File: config.mk
export PLATFORM = sky130hd
export DESIGN_NAME = step_dir_pulse_generator_flat
export DESIGN_NICKNAME = d
export VERILOG_FILES = /design/src/hdl/sdpg_pkg.sv /design/src/hdl/sdpg_if.sv /design/src/hdl/sdpg_ctrl.sv /design/src/hdl/sdpg_datapath.sv /design/src/hdl/step_dir_pulse_generator.sv /design/src/flat_wrapper.sv
export VERILOG_INCLUDE_DIRS = /design/src /design/src/hdl
export SDC_FILE = /design/constraint.sdc
export NUM_CORES = 2
export LEC_CHECK = 0
export BUFFER_PORTS_ARGS = -buffer_cell sky130_fd_sc_hd__buf_4
export CORE_UTILIZATION = 59
export DETAILED_ROUTE_END_ITERATION = 6
export GPL_TIMING_DRIVEN = 0
export PLACE_DENSITY = 0.88
export SETUP_SLACK_MARGIN = 0.4
export SYNTH_ARGS = -nofsm -noshare
export SYNTH_HDL_FRONTEND = slang
export SYNTH_SLANG_ARGS = --single-unit
File: constraint.sdc
create_clock -name clock -period 7 [get_ports clock]
set_input_delay 1.05 -clock clock [delete_from_list [all_inputs] [get_ports clock]]
set_output_delay 1.05 -clock clock [all_outputs]
set_load 0.02 [all_outputs]
File: src/hdl/step_dir_pulse_generator_macros.svh
// Assertion macros shared by the pulse generator modules.
`ifndef STEP_DIR_PULSE_GENERATOR_MACROS_SVH
`define STEP_DIR_PULSE_GENERATOR_MACROS_SVH

// Same-cycle implication, sampled on clock, off during reset.
`define SDPG_ASSERT_SAME(label, ante, cons, msg) \
   label: assert property (@(posedge clock) disable iff (reset) (ante) |-> (cons)) \
      else $error(msg);

// Next-cycle implication, sampled on clock, off during reset.
`define SDPG_ASSERT_NEXT(label, ante, cons, msg) \
   label: assert property (@(posedge clock) disable iff (reset) (ante) |=> (cons)) \
      else $error(msg);

`endif

File: src/hdl/sdpg_pkg.sv
// Package: shared types and constants of the step/direction pulse generator.
`default_nettype none
package sdpg_pkg;

   localparam int FIELD_BITS    = 32;
   localparam int CLOCK_BITS    = 30;
   localparam int PRESC_BITS    = 16;
   localparam int PROD_BITS     = PRESC_BITS + 1 + FIELD_BITS;
   localparam int DIV_CNT_BITS  = 5;
   localparam int CSR_IDX_BITS  = 1;
   localparam int CSR_DATA_BITS = CLOCK_BITS;

   localparam logic [DIV_CNT_BITS-1:0] DIV_LAST      = DIV_CNT_BITS'(CLOCK_BITS - 1);
   localparam logic [CLOCK_BITS-1:0]   CLOCK_RESET   = 30'd180000000;
   localparam logic [31:0]             PERIOD_RESET_WIDE = 32'h0000_FFFF;

   localparam logic [CSR_IDX_BITS-1:0] CSR_TIMER_CLOCK = 1'd0;
   localparam logic [CSR_IDX_BITS-1:0] CSR_PRESCALER   = 1'd1;

   typedef enum logic [1:0] {
      ACT_TICK = 2'd0,
      ACT_SEND = 2'd1,
      ACT_FREQ = 2'd2,
      ACT_STOP = 2'd3
   } action_type;

   typedef struct packed {
      action_type                     action;
      logic [FIELD_BITS-1:0]          step_count;
      logic                           direction;
      logic signed [FIELD_BITS-1:0]   frequency_hz;
   } req_item_type;

   typedef struct packed {
      logic                  pulse_level;
      logic                  direction_level;
      logic                  busy_flag;
      logic [FIELD_BITS-1:0] steps_left;
      logic                  pulse_event;
   } rsp_item_type;

   typedef struct packed {
      logic exec;
      logic mul;
      logic div_step;
      logic fin;
      logic load_out;
   } dp_cmd_type;

   typedef struct packed {
      logic need_div;
      logic div_last;
   } dp_status_type;

endpackage
`default_nettype wire

File: src/hdl/sdpg_if.sv
// Interfaces: request, response and register-write channels.
`default_nettype none
interface sdpg_req_if;
   logic        valid;
   logic        ready;
   logic [1:0]  action;
   logic [31:0] step_count;
   logic        direction;
   logic signed [31:0] frequency_hz;
   modport source (output valid, action, step_count, direction, frequency_hz, input ready);
   modport sink   (input valid, action, step_count, direction, frequency_hz, output ready);
endinterface

interface sdpg_rsp_if;
   logic        valid;
   logic        ready;
   logic        pulse_level;
   logic        direction_level;
   logic        busy_flag;
   logic [31:0] steps_left;
   logic        pulse_event;
   modport source (output valid, pulse_level, direction_level, busy_flag, steps_left,
                   pulse_event, input ready);
   modport sink   (input valid, pulse_level, direction_level, busy_flag, steps_left,
                   pulse_event, output ready);
endinterface

interface sdpg_csr_if;
   logic        valid;
   logic        ready;
   logic [0:0]  index;
   logic [29:0] data;
   modport source (output valid, index, data, input ready);
   modport sink   (input valid, index, data, output ready);
endinterface
`default_nettype wire

File: src/hdl/sdpg_ctrl.sv
// Controller: handshakes, result slot and sequencing of the period division.
`default_nettype none
`include "step_dir_pulse_generator_macros.svh"
module sdpg_ctrl
   import sdpg_pkg::*;
(
   input  wire logic          clock,
   input  wire logic          reset,
   input  wire logic          req_valid,
   output logic               req_ready,
   output logic               rsp_valid,
   input  wire logic          rsp_ready,
   output dp_cmd_type         cmd,
   input  wire dp_status_type status
);

   typedef enum logic [1:0] {S_IDLE, S_MUL, S_DIV, S_FIN} state_type;

   state_type state_ff;
   state_type state_in;
   logic      rsp_valid_ff;
   logic      rsp_valid_in;
   logic      out_free;
   logic      accept;

   assign out_free  = !rsp_valid_ff || rsp_ready;
   assign req_ready = (state_ff == S_IDLE) && out_free;
   assign accept    = req_valid && req_ready;
   assign rsp_valid = rsp_valid_ff;

   always_comb begin
      cmd.exec     = accept;
      cmd.mul      = (state_ff == S_MUL);
      cmd.div_step = (state_ff == S_DIV);
      cmd.fin      = (state_ff == S_FIN) && out_free;
      cmd.load_out = (accept && !status.need_div) || cmd.fin;
   end

   always_comb begin
      state_in = state_ff;
      case (state_ff)
         S_IDLE: begin
            if (accept && status.need_div) begin
               state_in = S_MUL;
            end
         end
         S_MUL: begin
            state_in = S_DIV;
         end
         S_DIV: begin
            if (status.div_last) begin
               state_in = S_FIN;
            end
         end
         S_FIN: begin
            if (out_free) begin
               state_in = S_IDLE;
            end
         end
         default: begin
            state_in = S_IDLE;
         end
      endcase
      if (cmd.load_out) begin
         rsp_valid_in = 1'b1;
      end else if (rsp_ready) begin
         rsp_valid_in = 1'b0;
      end else begin
         rsp_valid_in = rsp_valid_ff;
      end
   end

   always_ff @(posedge clock) begin
      if (reset) begin
         state_ff     <= S_IDLE;
         rsp_valid_ff <= 1'b0;
      end else begin
         state_ff     <= state_in;
         rsp_valid_ff <= rsp_valid_in;
      end
   end

   // a result is only written into a free slot
   `SDPG_ASSERT_SAME(a_load_free, cmd.load_out, out_free, "result slot overwritten")
   // a nonzero frequency holds the request side until the divide is done
   `SDPG_ASSERT_NEXT(a_div_start, accept && status.need_div,
                     state_ff == S_MUL && !req_ready, "divide did not start")
   `SDPG_ASSERT_NEXT(a_div_end, state_ff == S_DIV && status.div_last,
                     state_ff == S_FIN, "divide did not finish")

endmodule
`default_nettype wire

File: src/hdl/sdpg_datapath.sv
// Datapath: counters, run state, period divider and result register.
`default_nettype none
`include "step_dir_pulse_generator_macros.svh"
module sdpg_datapath
   import sdpg_pkg::*;
#(
   parameter int STEP_BITS   = 32,
   parameter int PERIOD_BITS = 16
) (
   input  wire logic                     clock,
   input  wire logic                     reset,
   input  wire logic                     csr_write,
   input  wire logic [CSR_IDX_BITS-1:0]  csr_index,
   input  wire logic [CSR_DATA_BITS-1:0] csr_data,
   input  wire req_item_type             req_item,
   input  wire dp_cmd_type               cmd,
   output dp_status_type                 status,
   output rsp_item_type                  rsp_item
);

   localparam logic [PERIOD_BITS-1:0] PERIOD_RESET = PERIOD_BITS'(PERIOD_RESET_WIDE);
   localparam logic [31:0]            PERIOD_MAX32 = 32'((64'd1 << PERIOD_BITS) - 64'd1);
   localparam logic [PERIOD_BITS-1:0] PERIOD_ONE   = PERIOD_BITS'(1);

   // configuration
   logic [CLOCK_BITS-1:0]   clock_hz_ff;
   logic [PRESC_BITS-1:0]   presc_ff;

   // run state
   logic [PRESC_BITS-1:0]   presc_cnt_ff, presc_cnt_in;
   logic [PERIOD_BITS-1:0]  period_cnt_ff, period_cnt_in;
   logic [PERIOD_BITS-1:0]  period_ff, period_in;
   logic [STEP_BITS-1:0]    remain_ff, remain_in;
   logic                    busy_ff, busy_in;
   logic                    run_ff, run_in;
   logic                    dir_ff, dir_in;
   logic                    event_in;

   // divider
   logic [FIELD_BITS-1:0]   mag_ff, mag_in;
   logic [PROD_BITS-1:0]    prod_ff, prod_in;
   logic [CLOCK_BITS-1:0]   quo_ff, quo_in;
   logic [CLOCK_BITS-1:0]   div_rem_ff, div_rem_in;
   logic [DIV_CNT_BITS-1:0] div_cnt_ff, div_cnt_in;

   logic [FIELD_BITS-1:0]   freq_raw;
   logic                    freq_neg;
   logic [FIELD_BITS-1:0]   freq_mag;
   logic [STEP_BITS-1:0]    send_n;
   logic [STEP_BITS-1:0]    remain_dec;
   logic [PERIOD_BITS-1:0]  period_adv;
   logic [PRESC_BITS:0]     presc_p1;
   logic [CLOCK_BITS:0]     trial;
   logic                    trial_ge;
   logic [31:0]             quo_m1;
   logic [PERIOD_BITS-1:0]  period_sat;

   assign freq_raw = req_item.frequency_hz;
   assign freq_neg = freq_raw[FIELD_BITS-1];
   assign freq_mag = freq_neg ? (~freq_raw + FIELD_BITS'(1)) : freq_raw;
   assign send_n   = req_item.step_count[STEP_BITS-1:0];

   assign status.need_div = (req_item.action == ACT_FREQ) && (freq_raw != '0);
   assign status.div_last = (div_cnt_ff == DIV_LAST);

   assign remain_dec = (remain_ff != '0) ? remain_ff - STEP_BITS'(1) : remain_ff;
   assign period_adv = (period_cnt_ff >= period_ff) ? '0 : period_cnt_ff + PERIOD_BITS'(1);

   // one restoring step: remainder stays below the divisor and below 2^30
   assign presc_p1 = {1'b0, presc_ff} + (PRESC_BITS + 1)'(1);
   assign trial    = {div_rem_ff, quo_ff[CLOCK_BITS-1]};
   assign trial_ge = PROD_BITS'(trial) >= prod_ff;

   // period = quotient - 1, at least 1, saturated to the counter width
   assign quo_m1 = 32'(quo_ff) - 32'd1;
   always_comb begin
      if (quo_ff <= CLOCK_BITS'(1)) begin
         period_sat = PERIOD_ONE;
      end else if (quo_m1 > PERIOD_MAX32) begin
         period_sat = PERIOD_MAX32[PERIOD_BITS-1:0];
      end else begin
         period_sat = quo_m1[PERIOD_BITS-1:0];
      end
   end

   always_comb begin
      presc_cnt_in  = presc_cnt_ff;
      period_cnt_in = period_cnt_ff;
      period_in     = period_ff;
      remain_in     = remain_ff;
      busy_in       = busy_ff;
      run_in        = run_ff;
      dir_in        = dir_ff;
      event_in      = 1'b0;
      mag_in        = mag_ff;
      prod_in       = prod_ff;
      quo_in        = quo_ff;
      div_rem_in    = div_rem_ff;
      div_cnt_in    = div_cnt_ff;

      if (cmd.exec) begin
         case (req_item.action)
            ACT_TICK: begin
               if (run_ff) begin
                  if (presc_cnt_ff >= presc_ff) begin
                     presc_cnt_in  = '0;
                     period_cnt_in = period_adv;
                     if (period_adv == (period_ff >> 1)) begin
                        event_in = 1'b1;
                        if (busy_ff) begin
                           remain_in = remain_dec;
                           if (remain_dec == '0) begin
                              run_in  = 1'b0;
                              busy_in = 1'b0;
                           end
                        end
                     end
                  end else begin
                     presc_cnt_in = presc_cnt_ff + PRESC_BITS'(1);
                  end
               end
            end
            ACT_SEND: begin
               if (send_n != '0 && !busy_ff) begin
                  busy_in   = 1'b1;
                  remain_in = send_n;
                  dir_in    = req_item.direction;
                  run_in    = 1'b1;
               end
            end
            ACT_FREQ: begin
               dir_in = !freq_neg;
               mag_in = freq_mag;
               if (freq_raw == '0) begin
                  run_in = 1'b0;
               end
            end
            ACT_STOP: begin
               run_in    = 1'b0;
               remain_in = '0;
               busy_in   = 1'b0;
            end
            default: begin
               run_in = run_ff;
            end
         endcase
      end

      if (cmd.mul) begin
         prod_in    = PROD_BITS'(presc_p1) * PROD_BITS'(mag_ff);
         quo_in     = clock_hz_ff;
         div_rem_in = '0;
         div_cnt_in = '0;
      end

      if (cmd.div_step) begin
         quo_in     = {quo_ff[CLOCK_BITS-2:0], trial_ge};
         div_rem_in = trial_ge ? CLOCK_BITS'(trial - prod_ff[CLOCK_BITS:0])
                               : trial[CLOCK_BITS-1:0];
         div_cnt_in = div_cnt_ff + DIV_CNT_BITS'(1);
      end

      if (cmd.fin) begin
         period_in = period_sat;
         run_in    = 1'b1;
      end
   end

   always_ff @(posedge clock) begin
      if (reset) begin
         clock_hz_ff   <= CLOCK_RESET;
         presc_ff      <= '0;
         presc_cnt_ff  <= '0;
         period_cnt_ff <= '0;
         period_ff     <= PERIOD_RESET;
         remain_ff     <= '0;
         busy_ff       <= 1'b0;
         run_ff        <= 1'b0;
         dir_ff        <= 1'b0;
         div_cnt_ff    <= '0;
      end else begin
         if (csr_write && csr_index == CSR_TIMER_CLOCK) begin
            clock_hz_ff <= csr_data;
         end
         if (csr_write && csr_index == CSR_PRESCALER) begin
            presc_ff <= csr_data[PRESC_BITS-1:0];
         end
         presc_cnt_ff  <= presc_cnt_in;
         period_cnt_ff <= period_cnt_in;
         period_ff     <= period_in;
         remain_ff     <= remain_in;
         busy_ff       <= busy_in;
         run_ff        <= run_in;
         dir_ff        <= dir_in;
         div_cnt_ff    <= div_cnt_in;
      end
   end

   always_ff @(posedge clock) begin
      mag_ff     <= mag_in;
      prod_ff    <= prod_in;
      quo_ff     <= quo_in;
      div_rem_ff <= div_rem_in;
      if (cmd.load_out) begin
         rsp_item.pulse_level     <= run_in && (period_cnt_in < (period_in >> 1));
         rsp_item.direction_level <= dir_in;
         rsp_item.busy_flag       <= busy_in;
         rsp_item.steps_left      <= FIELD_BITS'(remain_in);
         rsp_item.pulse_event     <= event_in;
      end
   end

   `SDPG_ASSERT_SAME(a_busy_count, busy_ff, remain_ff != '0, "busy with no steps left")
   `SDPG_ASSERT_SAME(a_period_nz, 1'b1, period_ff != '0, "period register is zero")

endmodule
`default_nettype wire

File: src/hdl/step_dir_pulse_generator.sv
// Top level: step/direction pulse generator, controller plus datapath.
//
//   channel  dir  transfer carries
//   req_     in   action, step_count, direction, frequency_hz
//   rsp_     out  pulse_level, direction_level, busy_flag, steps_left, pulse_event
//   csr_     in   index (0 timer clock hz, 1 prescaler), data
//
// Tick, send-steps, stop and zero-frequency items skip the divider; a new
// item is taken every cycle while the result register drains.
// A nonzero set-frequency item runs one multiply of (prescaler+1)
// by |f|, then a 30-step restoring divide of the clock register, one
// quotient bit a cycle, then the period update.
// One result register: a stalled rsp_ side holds the request side after one item.
// Synchronous active-high reset; csr_ writes are always taken.
`default_nettype none
module step_dir_pulse_generator
   import sdpg_pkg::*;
#(
   parameter int STEP_BITS   = 32,
   parameter int PERIOD_BITS = 16
) (
   input  wire logic    clock,
   input  wire logic    reset,
   sdpg_req_if.sink     req_chan,
   sdpg_rsp_if.source   rsp_chan,
   sdpg_csr_if.sink     csr_chan
);

   req_item_type  req_item;
   rsp_item_type  rsp_item;
   dp_cmd_type    cmd;
   dp_status_type status;
   logic          csr_write;

   // register writes are always taken and land in the register in the cycle after
   assign csr_chan.ready = 1'b1;
   assign csr_write      = csr_chan.valid && csr_chan.ready;

   assign req_item.action       = action_type'(req_chan.action);
   assign req_item.step_count   = req_chan.step_count;
   assign req_item.direction    = req_chan.direction;
   assign req_item.frequency_hz = req_chan.frequency_hz;

   assign rsp_chan.pulse_level     = rsp_item.pulse_level;
   assign rsp_chan.direction_level = rsp_item.direction_level;
   assign rsp_chan.busy_flag       = rsp_item.busy_flag;
   assign rsp_chan.steps_left      = rsp_item.steps_left;
   assign rsp_chan.pulse_event     = rsp_item.pulse_event;

   sdpg_ctrl u_ctrl (
      .clock     (clock),
      .reset     (reset),
      .req_valid (req_chan.valid),
      .req_ready (req_chan.ready),
      .rsp_valid (rsp_chan.valid),
      .rsp_ready (rsp_chan.ready),
      .cmd       (cmd),
      .status    (status)
   );

   sdpg_datapath #(
      .STEP_BITS   (STEP_BITS),
      .PERIOD_BITS (PERIOD_BITS)
   ) u_datapath (
      .clock     (clock),
      .reset     (reset),
      .csr_write (csr_write),
      .csr_index (csr_chan.index),
      .csr_data  (csr_chan.data),
      .req_item  (req_item),
      .cmd       (cmd),
      .status    (status),
      .rsp_item  (rsp_item)
   );

endmodule
`default_nettype wire

File: src/flat_wrapper.sv
// flat-port wrapper written by rule: the top's interface ports become plain ports
module step_dir_pulse_generator_flat import sdpg_pkg::*;
#(
   parameter int STEP_BITS   = 32,
   parameter int PERIOD_BITS = 16
)
  (clock, reset, req_chan_valid, req_chan_action, req_chan_step_count, req_chan_direction, req_chan_frequency_hz, req_chan_ready, rsp_chan_valid, rsp_chan_pulse_level, rsp_chan_direction_level, rsp_chan_busy_flag, rsp_chan_steps_left, rsp_chan_pulse_event, rsp_chan_ready, csr_chan_valid, csr_chan_index, csr_chan_data, csr_chan_ready);
  sdpg_req_if req_chan_i ();
  sdpg_rsp_if rsp_chan_i ();
  sdpg_csr_if csr_chan_i ();
  input  wire logic clock;
  input  wire logic reset;
  input wire logic [$bits(req_chan_i.valid)-1:0] req_chan_valid;
  input wire logic [$bits(req_chan_i.action)-1:0] req_chan_action;
  input wire logic [$bits(req_chan_i.step_count)-1:0] req_chan_step_count;
  input wire logic [$bits(req_chan_i.direction)-1:0] req_chan_direction;
  input wire logic [$bits(req_chan_i.frequency_hz)-1:0] req_chan_frequency_hz;
  output wire logic [$bits(req_chan_i.ready)-1:0] req_chan_ready;
  output wire logic [$bits(rsp_chan_i.valid)-1:0] rsp_chan_valid;
  output wire logic [$bits(rsp_chan_i.pulse_level)-1:0] rsp_chan_pulse_level;
  output wire logic [$bits(rsp_chan_i.direction_level)-1:0] rsp_chan_direction_level;
  output wire logic [$bits(rsp_chan_i.busy_flag)-1:0] rsp_chan_busy_flag;
  output wire logic [$bits(rsp_chan_i.steps_left)-1:0] rsp_chan_steps_left;
  output wire logic [$bits(rsp_chan_i.pulse_event)-1:0] rsp_chan_pulse_event;
  input wire logic [$bits(rsp_chan_i.ready)-1:0] rsp_chan_ready;
  input wire logic [$bits(csr_chan_i.valid)-1:0] csr_chan_valid;
  input wire logic [$bits(csr_chan_i.index)-1:0] csr_chan_index;
  input wire logic [$bits(csr_chan_i.data)-1:0] csr_chan_data;
  output wire logic [$bits(csr_chan_i.ready)-1:0] csr_chan_ready;
  assign req_chan_i.valid = req_chan_valid;
  assign req_chan_i.action = req_chan_action;
  assign req_chan_i.step_count = req_chan_step_count;
  assign req_chan_i.direction = req_chan_direction;
  assign req_chan_i.frequency_hz = req_chan_frequency_hz;
  assign req_chan_ready = req_chan_i.ready;
  assign rsp_chan_valid = rsp_chan_i.valid;
  assign rsp_chan_pulse_level = rsp_chan_i.pulse_level;
  assign rsp_chan_direction_level = rsp_chan_i.direction_level;
  assign rsp_chan_busy_flag = rsp_chan_i.busy_flag;
  assign rsp_chan_steps_left = rsp_chan_i.steps_left;
  assign rsp_chan_pulse_event = rsp_chan_i.pulse_event;
  assign rsp_chan_i.ready = rsp_chan_ready;
  assign csr_chan_i.valid = csr_chan_valid;
  assign csr_chan_i.index = csr_chan_index;
  assign csr_chan_i.data = csr_chan_data;
  assign csr_chan_ready = csr_chan_i.ready;
  step_dir_pulse_generator #(.STEP_BITS(STEP_BITS), .PERIOD_BITS(PERIOD_BITS)) u_core (.clock(clock), .reset(reset), .req_chan(req_chan_i), .rsp_chan(rsp_chan_i), .csr_chan(csr_chan_i));
endmodule
Yosys cells after proc, flatten, opt, wreduce, memory -nomap -nowiden --
Cells that the tools add are included.
Word-level totals: bits in latches 0, memory bits (read-only) 0, memories kept 0, register bits after elaboration 314, output and inout bits 39, memory bits (writable) 0
Cells by class: $lt $le $gt $ge 6, $mul 1, bitwise operators 2, shift operators 0, reduce and logical (&&, ||, !) cells 29, muxes and demuxes 52, add/sub/neg operators 8, div/mod/pow operators 0, eq/ne operators 11
Operator list (count):
- $mux W32 | 7
- $mux W30 | 5
- $mux W16 | 9
- $pmux W32 S3 | 1
- $reduce_bool A32 Y1 | 3
- $logic_not A32 Y1 | 2
- $ge A31 B49 Y1 | 1
- $mul A17 B32 Y49 | 1
- $add A16 B1 Y16 const B | 2
- $add A32 B1 Y32 const B | 1
- $ge A16 B16 Y1 | 2
- $gt A32 B16 Y1 const B | 1
- $not A32 Y32 | 1
- $sub A32 B1 Y32 const B | 1
- $mux W31 | 1
- $sub A30 B1 Y31 const B | 1
- $le A30 B1 Y1 const B | 1
- $sub A30 B30 Y30 | 1
- $mux W1 | 20
- $add A16 B1 Y17 const B | 1
- $eq A16 B15 Y1 | 1
- $lt A16 B15 Y1 | 1
- $logic_and A1 B1 Y1 | 10
- $mux W5 | 2
- 19 further kinds | 33

Depth between registers and ports, before layout --
depth in word-level cells 12, gate-level depth with buffers 31, mapped depth without buffers 29

By module --
From an unflattened synthesis, not the netlist that was laid out.
Unflattened totals: cells, all modules 4058, area total of the unflattened synthesis 35943.2 um2
Modules (own cells, without submodules):
- sdpg_datapath | area an instance 35686.7 um2, instances 1, cells an instance 4027
- sdpg_ctrl | area an instance 245.2 um2, instances 1, cells an instance 29
- step_dir_pulse_generator | area an instance 11.3 um2, instances 1, cells an instance 2

Least setup slack after synthesis --
No wires, ideal clock.
path kind register to register, start point register u_core.u_datapath.presc_ff[2], end point register u_core.u_datapath.prod_ff[38], data pin, path buffers 1, period minus slack after synthesis 7.632 ns, setup time 0.269 ns, slack -0.632 ns, arrival 7.363 ns, cell stages (with the launch flop) 29, cell sequence dfxtp_1 > inv_1 > nor3_1 > and3_1 > and3_1 > nor2b_1 > and3_1 > xnor2_1 > clkbuf_1 > nand2_1 > fa_1 > fa_1 > inv_1 > fa_1 > fa_1 > fa_1 > inv_1 > fa_1 > inv_1 > ha_1 > nand3_1 > nor2_1 > nor4b_1 > o41ai_1 > o31ai_1 > o21ai_0 > a31oi_1 > o31ai_1 > xor2_1
Between the ends: longest elaborated chain between the ends 2
RTL lines:
- from (decl) | RTL line sdpg_datapath.sv:27 | logic [PRESC_BITS-1:0] presc_ff;
- from (signal assigned) | RTL line sdpg_datapath.sv:186 | presc_ff <= csr_data[PRESC_BITS-1:0];
- $add A16 B1 Y17 | RTL line sdpg_datapath.sv:70 | assign presc_p1 = {1'b0, presc_ff} + (PRESC_BITS + 1)'(1);
- $mul A17 B32 Y49 | RTL line sdpg_datapath.sv:150 | prod_in = PROD_BITS'(presc_p1) * PROD_BITS'(mag_ff);
- to (signal assigned) | RTL line sdpg_datapath.sv:201 | prod_ff <= prod_in;
- to (decl) | RTL line sdpg_datapath.sv:41 | logic [PROD_BITS-1:0] prod_ff, prod_in;
No other way between the ends. A chain may end at the register's enable or synchronous reset.

Worst setup path after layout --
start point register u_core.u_datapath.presc_ff[3], end point register u_core.u_datapath.prod_ff[47], data pin
Same word-level chain as after synthesis.

==> reports/results.ini <==
[outcome]
outcome=finished, violations left
violations=design-rule violations, negative setup slack

[layout]
drive_gt1_frac=0.147
final_nets=5241
area_growth_pct=16.3
fillers=4224

[grt]
grtUsageTotal=0.383
overflow=0
use_met2=0.595
grt-busiest-layer=met2
grt_max_degree=62
antenna_found_initial=9
met1_usage=0.464
globalRouteMet3Util=0.124
first_global_vias=33600
grt_pass1_wl_um=185000

[timing]
max_freq_mhz=119
fin_skew_ps=86.5
slew_headroom=0.217
setup_ws_ps=-1410
hold_slack_ps=462
rsz0062_at_grt=yes
worst_pin_slew_ps=1170
setup_tns_ps=-27750
timing.final.crit_share=1.20
finalMaxSlewViolations=0
setup_viol=30
hold_viol_final=0
fin_crit_ps=8410

[synth]
synth_area_leader_cell=fa_1
ys_warn_count=0
synth-edff-count=177
seq_area_frac_synth=0.221
ys_ff_latch=314
syn_area_um2=36400
ys.flop_type=edfxtp_1
syn_nets=4952
synth_cell_type_count=94
syn-instance-count=4179
synth.avg_cell_area_um2=8.71
ys_top_cells_by_area=fa_1, edfxtp_1, ha_1, dfxtp_1, inv_1
synth_top_area_frac=0.247
synthArstFlopShare=0

[flow_run]
drv_cap=0

[die]
initial_core_util=0.600
core-area_um2=60700
die-area_um2=62700
dieHeight_um=250
die_x_um=250
io_pins=142
num_rows=90

[pwr]
p_leak_uw=0.0192
p_total_uw=12500
p_per_area_nw_per_um2=294
peakVddDrop_v=0.000227

[placement]
place_congestion=1.02
numPortBuffers=139
dpl.hpwl_um=85700

[drt]
drc=6
wire_per_inst_um=24.1
vias_per_cell=6.39
drtPass1Iterations=7
vias=33800
antenna_left=0
initialDrtViolationCount=4307
routed_wirelength_um=127000

[worst_setup_path]
worst-path-max-fanout=10
endpoint_kind=flip-flop
slowest_stage=fa_1
cpMostUsedCell=fa_1
cp_top_family=adder cells
critPathBufInv=7
cp.arrival_ps=8720
max_stage_delay_ps=850
worstSetupPathType=reg2reg
start_kind=flip-flop
required_ps=7310

[clock_network]
clkLatencyLatePin_ps=640
htreeDepth=2
cts_root_buf=clkbuf_16
numCtsBuffers=36
cts_sinks=314
ctsHoldBuffers=0
clock_path_buffers=3
cts_tree=yes
clkTransAtPathRegs_ps=70

[worst_hold_path]
hp-class=reg2reg

==> cell usage in the layout (no fill, tap or decap), drive strengths merged, types with 14 or more instances in the layout <==
master,n
inv,687
nand2,647
fa,450
buf,287
ha,220
clkbuf,214
a21oi,185
edfxtp,177
and2,175
nor2,157
dfxtp,137
xnor2,105
o21ai,102
nand3,101
nand2b,77
nor3,62
a21o,52
nand4,49
xor2,48
nor4,44
nor2b,38
or3,37
a31oi,37
or4,33
a22o,32
mux2,30
o211ai,24
o31ai,24
and3,23
a22oi,22
a211oi,18
clkinv,17
nand3b,15
nand4b,14
==> synthesized netlist by cell type, types with 35 or more instances <==
cell type / count
dfxtp_1: 137
edfxtp_1: 177
nor2_1: 157
nor2b_1: 38
a21o_1: 52
ha_1: 220
nor4_1: 42
fa_1: 450
nand2_1: 647
or3_1: 35
a21oi_1: 183
clkbuf_1: 178
inv_1: 683
a31oi_1: 37
nand2b_1: 77
nand4_1: 48
xor2_1: 48
nand3_1: 100
xnor2_1: 105
and2_1: 174
nor3_1: 58
o21ai_0: 101
==> tightest hold or removal path: cells and delay by family (launching register included) <==
kind	cells	cell delay (ps)
DFF	1	310
AOI/OAI and AO/OA	1	50
and+or+nand+nor	1	60
==> routing by layer <==
layer / vias to the layer above / wire [um]
li1: 14300 / -
met1: 16100 / 43600
met2: 2540 / 55700
met3: 832 / 17900
met4: 6 / 10200
met5: - / 35
==> worst paths after layout <==
path / startpoint / end / slack [ps] / cells after the start
hold reg to reg: u_core.u_datapath.clock_hz_ff[11]$_SDFFE_PP0P_ / u_core.u_datapath.clock_hz_ff[11]$_SDFFE_PP0P_ / 460 / 2
setup / recovery: u_core.u_datapath.presc_ff[3]$_SDFFE_PP0P_ / u_core.u_datapath.prod_ff[47]$_DFFE_PN_ / -1410 / 29
setup reg to reg: u_core.u_datapath.presc_ff[3]$_SDFFE_PP0P_ / u_core.u_datapath.prod_ff[47]$_DFFE_PN_ / -1410 / 29
hold / removal: u_core.u_datapath.clock_hz_ff[11]$_SDFFE_PP0P_ / u_core.u_datapath.clock_hz_ff[11]$_SDFFE_PP0P_ / 460 / 2
==> area by class of cell <==
| type | instances | area, um2 | area share |
|---|---|---|---|
| buffer | 206 | 1150 | 0.0271 |
| antenna | 12 | 30.0 | 0.000710 |
| sequential | 314 | 8070 | 0.191 |
| multi-input combinational | 2975 | 26300 | 0.621 |
| tap | 782 | 978 | 0.0231 |
| clock buffer | 44 | 942 | 0.0223 |
| inverter | 684 | 2570 | 0.0608 |
| clock inverter | 22 | 206 | 0.00488 |
| timing repair buffer | 251 | 2090 | 0.0493 |
==> through the flow <==
step	utilization	cells	instance area (um2)	setup slack (ps)
floorplan	-	4179	37000	279
detailed placement	0.645	5103	39200	-1570
CTS	0.686	5240	41600	-410
finish	0.697	5290	42300	-1410
global route	0.697	5280	42300	-1510
global placement	0.644	5100	39100	-1370
==> state kept, by name, summed over array words and instances (netlist names) <==
name and cells:
u_core.u_ctrl.rsp_valid 1, u_core.u_ctrl.state_ff 2, u_core.u_datapath.busy_ff 1, u_core.u_datapath.clock_hz_ff 30
u_core.u_datapath.dir_ff 1, u_core.u_datapath.div_cnt_ff 5, u_core.u_datapath.div_rem_ff 30, u_core.u_datapath.mag_ff 32
u_core.u_datapath.period_cnt_ff 16, u_core.u_datapath.period_ff 16, u_core.u_datapath.presc_cnt_ff 16, u_core.u_datapath.presc_ff 16
u_core.u_datapath.prod_ff 49, u_core.u_datapath.quo_ff 30, u_core.u_datapath.remain_ff 32, u_core.u_datapath.rsp_item 36
u_core.u_datapath.run_ff 1
==> power by group <==
| group | internal [uW] | switching, uW | leakage [uW] |
|---|---|---|---|
| combinational | 3140 | 4450 | 0.0158 |
| sequential | 2600 | 313 | 0.00279 |
| clock | 1050 | 898 | 0.000579 |
| total | 6790 | 5660 | 0.0192 |
==> cells by family after synthesis <==
group | Yosys count | share of synthesized area
DFF | 314 | 0.221
AOI/OAI and AO/OA | 609 | 0.110
and+or+nand+nor | 1506 | 0.204
xor gates and xnor gates | 155 | 0.0380
other | 1 | 0.000103
buffers and inverters | 890 | 0.0928
adders and majority gates | 670 | 0.323
muxes | 34 | 0.0104
==> timing repair <==
| action | in CTS | in global routing |
|---|---|---|
| pin swaps | 100 | 73 |
| endpoints found under the setup margin | 38 | 36 |
| resized for setup | 167 | 110 |
| setup buffers | 71 | 38 |
(Power assumes the default switching activity.)
